## src/design/lb64d_pkg.sv

```systemverilog
package lb64d_pkg;

   // Character codes of the lenient alphabet
   localparam logic [7:0] PAD_CHAR     = 8'h3D;  // '='
   localparam logic [7:0] CHAR_UPPER_A = 8'h41;
   localparam logic [7:0] CHAR_UPPER_Z = 8'h5A;
   localparam logic [7:0] CHAR_LOWER_A = 8'h61;
   localparam logic [7:0] CHAR_LOWER_Z = 8'h7A;
   localparam logic [7:0] CHAR_DIGIT_0 = 8'h30;
   localparam logic [7:0] CHAR_DIGIT_9 = 8'h39;
   localparam logic [7:0] CHAR_PLUS    = 8'h2B;
   localparam logic [7:0] CHAR_MINUS   = 8'h2D;
   localparam logic [7:0] CHAR_DOT     = 8'h2E;
   localparam logic [7:0] CHAR_SLASH   = 8'h2F;
   localparam logic [7:0] CHAR_COMMA   = 8'h2C;
   localparam logic [7:0] CHAR_UNDER   = 8'h5F;

   localparam logic [5:0] SEXTET_LOWER_BASE = 6'd26;
   localparam logic [5:0] SEXTET_DIGIT_BASE = 6'd52;
   localparam logic [5:0] SEXTET_62         = 6'd62;
   localparam logic [5:0] SEXTET_63         = 6'd63;

   localparam int GROUP_BITS_W = 18;

   // Up to three decoded bytes from one character, first byte in bytes[0]
   typedef struct packed {
      logic [2:0][7:0] bytes;
      logic [1:0]      count;
      logic            last;
   } bundle_type;

   function automatic logic [5:0] sextet_of(input logic [7:0] c);
      logic [5:0] v;
      logic [7:0] d;
      v = '0;
      d = '0;
      if (c >= CHAR_UPPER_A && c <= CHAR_UPPER_Z) begin
         d = c - CHAR_UPPER_A;
         v = d[5:0];
      end else if (c >= CHAR_LOWER_A && c <= CHAR_LOWER_Z) begin
         d = c - CHAR_LOWER_A;
         v = d[5:0] + SEXTET_LOWER_BASE;
      end else if (c >= CHAR_DIGIT_0 && c <= CHAR_DIGIT_9) begin
         d = c - CHAR_DIGIT_0;
         v = d[5:0] + SEXTET_DIGIT_BASE;
      end else if (c == CHAR_PLUS || c == CHAR_MINUS || c == CHAR_DOT) begin
         v = SEXTET_62;
      end else if (c == CHAR_SLASH || c == CHAR_COMMA || c == CHAR_UNDER) begin
         v = SEXTET_63;
      end
      return v;
   endfunction

endpackage

```

## src/design/lb64d_group.sv

```systemverilog
module lb64d_group (
   input  logic                   clock,
   input  logic                   reset,
   input  logic                   req_valid,
   input  logic [7:0]             req_char,
   input  logic                   req_final,
   input  logic                   slot_ok,
   output logic                   req_ready,
   output logic                   load,
   output lb64d_pkg::bundle_type  bundle
);

   logic [lb64d_pkg::GROUP_BITS_W-1:0] group_bits_ff, group_bits_in;
   logic [1:0]                         group_count_ff, group_count_in;
   logic                               third_pad_ff, third_pad_in;

   logic [5:0]                         sextet;
   logic                               is_pad;
   logic [lb64d_pkg::GROUP_BITS_W-1:0] placed;
   logic [lb64d_pkg::GROUP_BITS_W-1:0] tail_bits;
   logic [23:0]                        full_word;
   logic                               produces;
   logic                               accept;
   logic                               two_bytes;

   always_comb begin
      sextet    = lb64d_pkg::sextet_of(req_char);
      is_pad    = (req_char == lb64d_pkg::PAD_CHAR);
      full_word = {group_bits_ff[lb64d_pkg::GROUP_BITS_W-1:0], sextet};

      placed = group_bits_ff;
      case (group_count_ff)
         2'd0:    placed[17:12] = sextet;
         2'd1:    placed[11:6]  = sextet;
         2'd2:    placed[5:0]   = sextet;
         default: placed        = group_bits_ff;
      endcase

      // A character yields bytes when it completes a group or closes the text
      produces  = req_final || (group_count_ff == 2'd3);
      req_ready = slot_ok || !produces;
      accept    = req_valid && req_ready;
      load      = accept && produces;

      tail_bits = (group_count_ff == 2'd3) ? group_bits_ff : placed;
      two_bytes = ((group_count_ff == 2'd2) && !is_pad) ||
                  ((group_count_ff == 2'd3) && !third_pad_ff);

      bundle = '0;
      if ((group_count_ff == 2'd3) && (!req_final || !is_pad)) begin
         bundle.bytes[0] = full_word[23:16];
         bundle.bytes[1] = full_word[15:8];
         bundle.bytes[2] = full_word[7:0];
         bundle.count    = 2'd3;
         bundle.last     = req_final;
      end else begin
         // Short or padded final group: the fourth character adds nothing
         bundle.bytes[0] = tail_bits[17:10];
         bundle.bytes[1] = tail_bits[9:2];
         bundle.count    = two_bytes ? 2'd2 : 2'd1;
         bundle.last     = 1'b1;
      end

      group_bits_in  = group_bits_ff;
      group_count_in = group_count_ff;
      third_pad_in   = third_pad_ff;
      if (accept) begin
         if (produces) begin
            group_bits_in  = '0;
            group_count_in = '0;
            third_pad_in   = 1'b0;
         end else begin
            group_bits_in  = placed;
            group_count_in = group_count_ff + 2'd1;
            if (group_count_ff == 2'd2) begin
               third_pad_in = is_pad;
            end
         end
      end
   end

   always_ff @(posedge clock) begin
      if (reset) begin
         group_bits_ff  <= '0;
         group_count_ff <= '0;
         third_pad_ff   <= 1'b0;
      end else begin
         group_bits_ff  <= group_bits_in;
         group_count_ff <= group_count_in;
         third_pad_ff   <= third_pad_in;
      end
   end

endmodule

```

## src/design/lb64d_serial.sv

```systemverilog
module lb64d_serial (
   input  logic                   clock,
   input  logic                   reset,
   input  logic                   load,
   input  lb64d_pkg::bundle_type  bundle,
   output logic                   slot_ok,
   output logic                   rsp_tvalid,
   input  logic                   rsp_tready,
   output logic [7:0]             rsp_tdata,
   output logic                   rsp_tlast
);

   logic [2:0][7:0] bun_bytes_ff, bun_bytes_in;
   logic [1:0]      bun_cnt_ff, bun_cnt_in;
   logic            bun_last_ff, bun_last_in;
   logic            rsp_valid_ff, rsp_valid_in;
   logic [7:0]      rsp_byte_ff, rsp_byte_in;
   logic            rsp_last_ff, rsp_last_in;

   logic            out_free;
   logic            move;

   always_comb begin
      out_free = !rsp_valid_ff || rsp_tready;
      move     = out_free && (bun_cnt_ff != 2'd0);
      slot_ok  = (bun_cnt_ff == 2'd0) || ((bun_cnt_ff == 2'd1) && out_free);

      bun_bytes_in = bun_bytes_ff;
      bun_cnt_in   = bun_cnt_ff;
      bun_last_in  = bun_last_ff;
      if (load) begin
         bun_bytes_in = bundle.bytes;
         bun_cnt_in   = bundle.count;
         bun_last_in  = bundle.last;
      end else if (move) begin
         // advance the next byte to the head
         bun_bytes_in[0] = bun_bytes_ff[1];
         bun_bytes_in[1] = bun_bytes_ff[2];
         bun_cnt_in      = bun_cnt_ff - 2'd1;
      end

      rsp_valid_in = rsp_valid_ff;
      rsp_byte_in  = rsp_byte_ff;
      rsp_last_in  = rsp_last_ff;
      if (move) begin
         rsp_valid_in = 1'b1;
         rsp_byte_in  = bun_bytes_ff[0];
         rsp_last_in  = bun_last_ff && (bun_cnt_ff == 2'd1);
      end else if (rsp_tready) begin
         rsp_valid_in = 1'b0;
      end
   end

   always_ff @(posedge clock) begin
      if (reset) begin
         bun_cnt_ff   <= '0;
         rsp_valid_ff <= 1'b0;
      end else begin
         bun_cnt_ff   <= bun_cnt_in;
         rsp_valid_ff <= rsp_valid_in;
      end
   end

   always_ff @(posedge clock) begin
      bun_bytes_ff <= bun_bytes_in;
      bun_last_ff  <= bun_last_in;
      rsp_byte_ff  <= rsp_byte_in;
      rsp_last_ff  <= rsp_last_in;
   end

   assign rsp_tvalid = rsp_valid_ff;
   assign rsp_tdata  = rsp_byte_ff;
   assign rsp_tlast  = rsp_last_ff;

endmodule

```

## src/design/lenient_base64_decoder.sv

```systemverilog
// Lenient base64 decoder.
// Input stream req_*: one text character per transaction in req_tdata, with
// req_tlast marking the last character of the text. Output stream rsp_*: one
// decoded byte per transaction, rsp_tlast on the last byte of the text.
// Every fourth character of a group, and the closing character, hands up to
// three bytes to a small byte buffer; the buffer feeds a registered output.
// Once the character that completes a group is taken, its first byte passes the
// byte buffer and then the output register before it shows on rsp_tvalid.
// No text yields more bytes than it has characters. A character that only adds
// to a group is taken while earlier bytes still drain from the buffer; one that
// yields bytes waits only while the buffer holds two or more bytes, or one byte
// that the stalled output cannot take. Other characters are never held off.
// Reset clears the group state, the buffer and the output valid.
// While rsp_tready is low the output byte holds, the buffer fills, and then
// req_tready falls for characters that would produce bytes; characters that
// only add to a group keep being taken.
module lenient_base64_decoder (
   input  logic       clock,
   input  logic       reset,
   input  logic       req_tvalid,
   output logic       req_tready,
   input  logic [7:0] req_tdata,   // [7:0] text_char
   input  logic       req_tlast,   // final_char
   output logic       rsp_tvalid,
   input  logic       rsp_tready,
   output logic [7:0] rsp_tdata,   // [7:0] data_byte
   output logic       rsp_tlast    // end_of_data
);

   lb64d_pkg::bundle_type bundle;
   logic                  load;
   logic                  slot_ok;

   lb64d_group u_group (
      .clock     (clock),
      .reset     (reset),
      .req_valid (req_tvalid),
      .req_char  (req_tdata),
      .req_final (req_tlast),
      .slot_ok   (slot_ok),
      .req_ready (req_tready),
      .load      (load),
      .bundle    (bundle)
   );

   lb64d_serial u_serial (
      .clock      (clock),
      .reset      (reset),
      .load       (load),
      .bundle     (bundle),
      .slot_ok    (slot_ok),
      .rsp_tvalid (rsp_tvalid),
      .rsp_tready (rsp_tready),
      .rsp_tdata  (rsp_tdata),
      .rsp_tlast  (rsp_tlast)
   );

endmodule

```

## config.mk

```make
export PLATFORM = sky130hd
export DESIGN_NAME = lenient_base64_decoder
export DESIGN_NICKNAME = d
export VERILOG_FILES = /design/src/design/lb64d_pkg.sv /design/src/design/lb64d_group.sv /design/src/design/lb64d_serial.sv /design/src/design/lenient_base64_decoder.sv
export SDC_FILE = /design/constraint.sdc
export NUM_CORES = 1
export LEC_CHECK = 0
export ABC_AREA = 1
export BUFFER_PORTS_ARGS = -buffer_cell sky130_fd_sc_hd__buf_2
export CAP_MARGIN = 40
export CORE_MARGIN = 2
export CORE_UTILIZATION = 56
export DETAILED_ROUTE_END_ITERATION = 8
export PLACE_DENSITY = 0.82
export SETUP_SLACK_MARGIN = 0.5
export SLEW_MARGIN = 10
export SYNTH_ARGS = -nofsm -noshare
export SYNTH_HDL_FRONTEND = slang
export SYNTH_SLANG_ARGS = --single-unit
```

## constraint.sdc

```tcl
create_clock -name clock -period 2.2 [get_ports clock]
set_clock_uncertainty 0.1 [all_clocks]
set_input_delay 0.11 -clock clock [delete_from_list [all_inputs] [get_ports clock]]
set_output_delay 0.11 -clock clock [all_outputs]
set_load 0.03 [all_outputs]
```

; After elaboration in Yosys (flattened, before gate mapping)
; Index checks and enable logic that the tools add are counted.
[word_totals]
regBits = 58
latch_bits = 0
ramBits = 0
mem_bits_ro = 0
output_inout_bits = 11
n_memories = 0
[classes]
addsub = 7
n_mul = 0
div = 0
order_cmp = 6
eq_ne = 11
n_shift = 0
muxes = 21
bitwise_logic = 0
reduce_logical = 33
[op_table]
columns = operator, count
row1 = == test 8 x 6 -> 1 bit (second input constant), 6
row2 = 2-to-1 mux 6 bit, 8
row3 = 2-to-1 mux 18 bit, 2
row4 = 2-to-1 mux 16 bit, 2
row5 = 2-to-1 mux 19 bit, 1
row6 = >= comparator 8 x 7 -> 1 bit (second input constant), 2
row7 = less-or-equal comparator 8 x 7 -> 1 bit (second input constant), 2
row8 = subtractor 6 bit (second input constant), 2
row9 = logical AND 1 bit, 11
row10 = logical OR 1 bit, 10
row11 = == test 8 x 7 -> 1 bit (second input constant), 1
row12 = >= comparator 8 x 6 -> 1 bit (second input constant), 1
row13 = less-or-equal comparator 8 x 6 -> 1 bit (second input constant), 1
row14 = 2-to-1 mux 2 bit, 4
row15 = nonzero test 2 bit, 4
row16 = adder 6 x 5 -> 6 bit (second input constant), 1
row17 = adder 6 bit (second input constant), 1
row18 = subtractor 6 x 1 -> 6 bit (second input constant), 1
row19 = logical NOT 1 bit, 5
row20 = == test 2 x 1 -> 1 bit (second input constant), 2
row21 = == test 2 bit (second input constant), 2
row22 = logical NOT 2 bit, 2
row23 = 2-to-1 mux 1 bit, 4
row24 = adder 2 x 1 -> 2 bit (second input constant), 1
row25 = other kinds (2), 2

; Logic depth before layout (Yosys ltp)
[logic_depth]
word_depth = 12
mapped_depth = 16
mapped_depth_nobuf = 16

; Hierarchy
; From an unflattened synthesis, not the netlist that was laid out.
[hier_totals]
cells_unflattened = 477
hier_area_um2 = 3609.7
[modules_own_cells]
columns = mod, instances, cells_each, area_each_um2, seq_area_each_um2
row1 = lb64d_group, 1, 359, 2119.5, 420.4
row2 = lb64d_serial, 1, 118, 1490.2, 1081.0

; Worst setup path before layout
; No wires, ideal clock.
[synth_timing]
path_type = register to register
from = register u_group.group_count_ff[0]
to = register u_serial.bun_bytes_ff[0] in the netlist's numbering (enable)
setup_ns = 0.372
t_arrival_ns = 1.889
t_required_ns = 1.728
path_slack_ns = -0.161
path_stages_with_launch = 11
path_buffers = 2
period_less_slack_ns = 2.361
path_cell_list = dfxtp_1 > ha_1 > buf_6 > inv_6 > nand2_2 > nand3_1 > nand2_1 > inv_1 > nand2_2 > buf_2 > nand2_1
[synth_between]
elab_chain_cells = 7
[synth_rtl]
columns = item, line_no
row1 = start: declaration, lb64d_group.sv:14  ; logic [1:0] group_count_ff, group_count_in;
row2 = start signal: assignment, lb64d_group.sv:89  ; group_count_ff <= group_count_in;
row3 = == test 2 bit, lb64d_group.sv:40  ; produces = req_final || (group_count_ff == 2'd3);
row4 = logical OR 1 bit, lb64d_group.sv:40
row5 = logical NOT 1 bit, lb64d_group.sv:41  ; req_ready = slot_ok || !produces;
row6 = logical OR 1 bit, lb64d_group.sv:41
row7 = net req_tready, lenient_base64_decoder.sv:21  ; output logic req_tready,
row8 = logical AND 1 bit, lb64d_group.sv:42  ; accept = req_valid && req_ready;
row9 = logical AND 1 bit, lb64d_group.sv:43  ; load = accept && produces;
row10 = nonzero test 2 bit (no line), n/a
row11 = end signal: assignment, lb64d_serial.sv:65  ; bun_bytes_ff <= bun_bytes_in;
row12 = end: declaration, lb64d_serial.sv:13  ; logic [2:0][7:0] bun_bytes_ff, bun_bytes_in;
; The timed path passes the listed nets, and every way through them passes these cells.
; A chain may end at the register's enable or synchronous reset.

==> impl_metrics.json <==
{
  "outcome": "finished clean",
  "grt_start_max_net_pins": 25,
  "grtUsageMet2_pct": 48.54,
  "worstSetupEndpointType": "flop",
  "num_antenna_cells": 0,
  "initial_core_util_pct": 57.63,
  "finalHoldViolations": 0,
  "core_area_sq_mm": 0.005921,
  "port_buffers": 23,
  "grt_pass1_vias": 3136,
  "area_growth_pct": 32.34,
  "stdcell_area_sq_mm": 0.004516,
  "fin_tns_setup_ns": 0,
  "clock_latency_ns": 0.34,
  "cts_sinks": 58,
  "synth-async-reset-ratio_pct": 0,
  "antenna_left": 0,
  "overflow": 0,
  "grtUsageMet3_pct": 5.275,
  "place_area_sq_mm": 0.003741,
  "place_congestion": 0.9044,
  "period_needed_ns": 1.774,
  "n_fill_cell": 399,
  "crit_arrival_ns": 1.77,
  "dieArea_sq_mm": 0.006733,
  "htreeDepth": 3,
  "cp.required_ns": 2.20,
  "ys_seq_area_share_pct": 44.00,
  "r2r_setup_slack_ns": 0.43,
  "ir_worst_vdd_mv": 0.7592,
  "cts_tree": "done",
  "hpwl_microns": 5686,
  "hold_path.class": "in -> reg",
  "drt_pass1_iterations": 6,
  "syn_inst": 458,
  "drt-initial-drc-count": 304,
  "die_y_microns": 82.06,
  "die-width_microns": 82.06,
  "rows": 28,
  "drc_errors": 0,
  "slew_headroom_pct": 62.96,
  "synth-edff-count": 34,
  "via_per_inst": 5.678,
  "clk_pin_slew_ns": 0.07,
  "cts.path.max_buffers": 2,
  "placed_cells": 550,
  "wl_per_cell_microns": 15.90,
  "synthFlopType": "edfxtp_1",
  "stdcell_count": 596,
  "path_class": "reg -> reg",
  "grt_pass1_wl_microns": 14100,
  "syn_avg_cell_area_sq_um": 7.450,
  "syn_nets": 487,
  "met1_usage_pct": 32.20,
  "power_density_mw_per_mm2": 836.2,
  "rsz0062_at_grt": "yes",
  "setup-violations-final": 0,
  "grt_busiest_layer": "met2",
  "synth.distinct_cells": 29,
  "drv_cap": 0,
  "drt_wl_total_microns": 9477,
  "drive_above_1_share_pct": 31.86,
  "antenna_found_initial": 0,
  "whs_ns": 0.03586,
  "post-route-period-util_pct": 80.63,
  "cts-buffers-inserted": 9,
  "nets": 545,
  "grt_usage_pct": 27.78,
  "worst_slew_pin_slew_ns": 0.5556,
  "leakage_uw": 0.001943,
  "worst-path-max-fanout": 7,
  "netlist_area_sq_mm": 0.003412,
  "drv_slew": 0,
  "ios": 24,
  "yosysWarningCount": 0,
  "dr_total_vias": 3384,
  "ys_ff_latch": 58,
  "root_buffer": "clkbuf_8",
  "fmax_mhz": 563.8,
  "start_kind": "flop"
}
## cells by family after synthesis
group | Yosys count | synth area share, %
flip-flops | 58 | 44.00
XOR/XNOR | 7 | 1.797
buffers and inverters | 54 | 6.747
AND/OR/NAND/NOR | 271 | 33.74
AO/OA/AOI/OAI | 52 | 7.848
adder cells (fa/ha/maj) | 16 | 5.867
## cell usage in the layout (no fill, tap or decap), types with 5 or more instances in the layout
cell type,netlist,routed
a21oi_1,32,29
buf_2,6,19
buf_4,0,33
clkbuf_8,0,9
clkinvlp_4,0,7
dfxtp_1,24,19
edfxtp_1,34,34
ha_4,0,9
inv_1,36,23
inv_2,2,7
nand2_1,157,145
nand2_2,6,12
nand3_1,37,25
nand3_2,5,13
nand3_4,1,5
nor2_1,56,45
nor2_2,2,8
nor2_4,1,6
o21ai_1,13,11
xor2_1,6,6
## final timing paths
check | from | endpoint | depth (start not counted)
max reg2reg | u_group.group_count_ff[0] | u_serial.bun_bytes_ff[11] | 12
max | u_group.group_count_ff[0] | u_serial.bun_bytes_ff[11] | 12
min reg2reg | u_serial.bun_bytes_ff[7] | u_serial.rsp_tdata[7] | 0
min | req_tlast | u_serial.bun_last_ff | 3
## power by group
group	internal (uW)	leakage [uW]	switching [uW]
Clock	403	0.0000791	450
Combinational	444	0.00134	862
Sequential	1520	0.000527	91.5
Total	2370	0.00194	1400
## cell type report
cell class / instances / area, sq um / area share, %
flip-flops and latches: 58 / 1510 / 33.44
inverters: 40 / 196.4 / 4.350
clock buffers: 9 / 123.9 / 2.743
well taps: 75 / 93.84 / 2.078
multi-input cells: 347 / 2073 / 45.91
clock inverters: 7 / 45.04 / 0.9975
repair buffers: 60 / 473.0 / 10.47
## per-stage QoR
step | util [%] | total power (uW) | setup slack [ns]
2_1_floorplan | - | 2358 | 0.4902
3_3_place_gp | 63.19 | 2598 | 0.03294
3_5_place_dp | 63.19 | 2633 | 0.02353
4_1_cts | 69.59 | 3577 | 0.4354
5_1_grt | 76.27 | 3961 | 0.3610
6_report | 76.27 | 3776 | 0.4262
## sequential cells by signal, summed over array words and instances (netlist names)
| name | flops |
|---|---|
| u_group.third_pad_ff | 1 |
| u_serial.rsp_tdata | 8 |
| u_group.group_count_ff | 2 |
| u_serial.rsp_tlast | 1 |
| u_serial.bun_last_ff | 1 |
| u_serial.bun_bytes_ff | 24 |
| u_group.group_bits_ff | 18 |
| u_serial.rsp_tvalid | 1 |
| u_serial.bun_cnt_ff | 2 |
## per-layer routing
| layer | routed length (microns) | vias up |
|---|---|---|
| li1 | - | 1600 |
| met3 | 610 | 43 |
| met5 | 0 | - |
| met2 | 4773 | 180 |
| met1 | 3744 | 1561 |
| met4 | 350 | 0 |
## cell usage after synthesis, types with 4 or more instances
| cell type | n | area (sq um) |
|---|---|---|
| nand4_1 | 4 | 25.02 |
| ha_1 | 16 | 200.2 |
| nand3_2 | 5 | 50.05 |
| clkbuf_1 | 6 | 22.52 |
| nand2_2 | 6 | 37.54 |
| nor2_1 | 56 | 210.2 |
| o21ai_1 | 13 | 65.06 |
| o21ai_0 | 4 | 20.02 |
| buf_2 | 6 | 30.03 |
| a21oi_1 | 32 | 160.2 |
| inv_1 | 36 | 135.1 |
| edfxtp_1 | 34 | 1021 |
| xor2_1 | 6 | 52.55 |
| nand3_1 | 37 | 185.2 |
| dfxtp_1 | 24 | 480.5 |
| nand2_1 | 157 | 589.3 |
## timing repair
action,CTS,global route
gates cloned,2,1
buffers inserted,13,13
endpoints found under the setup margin,39,66
pin swaps,10,29
hold buffers,1,0
endpoints found under the hold margin,1,0
gates resized for setup,20,69
## critical path: stages, from the launching register on
cell and delay (ns):
dfxtp_2 0.36, ha_4 0.17, inv_8 0.05, nand2_8 0.09, nand3_4 0.08, nand2_4 0.08
inv_4 0.05, nand2_8 0.08, buf_6 0.14, buf_12 0.13, nor2_1 0.04, o21ai_1 0.09
nand2_1 0.07
(Power assumes the default switching activity.)
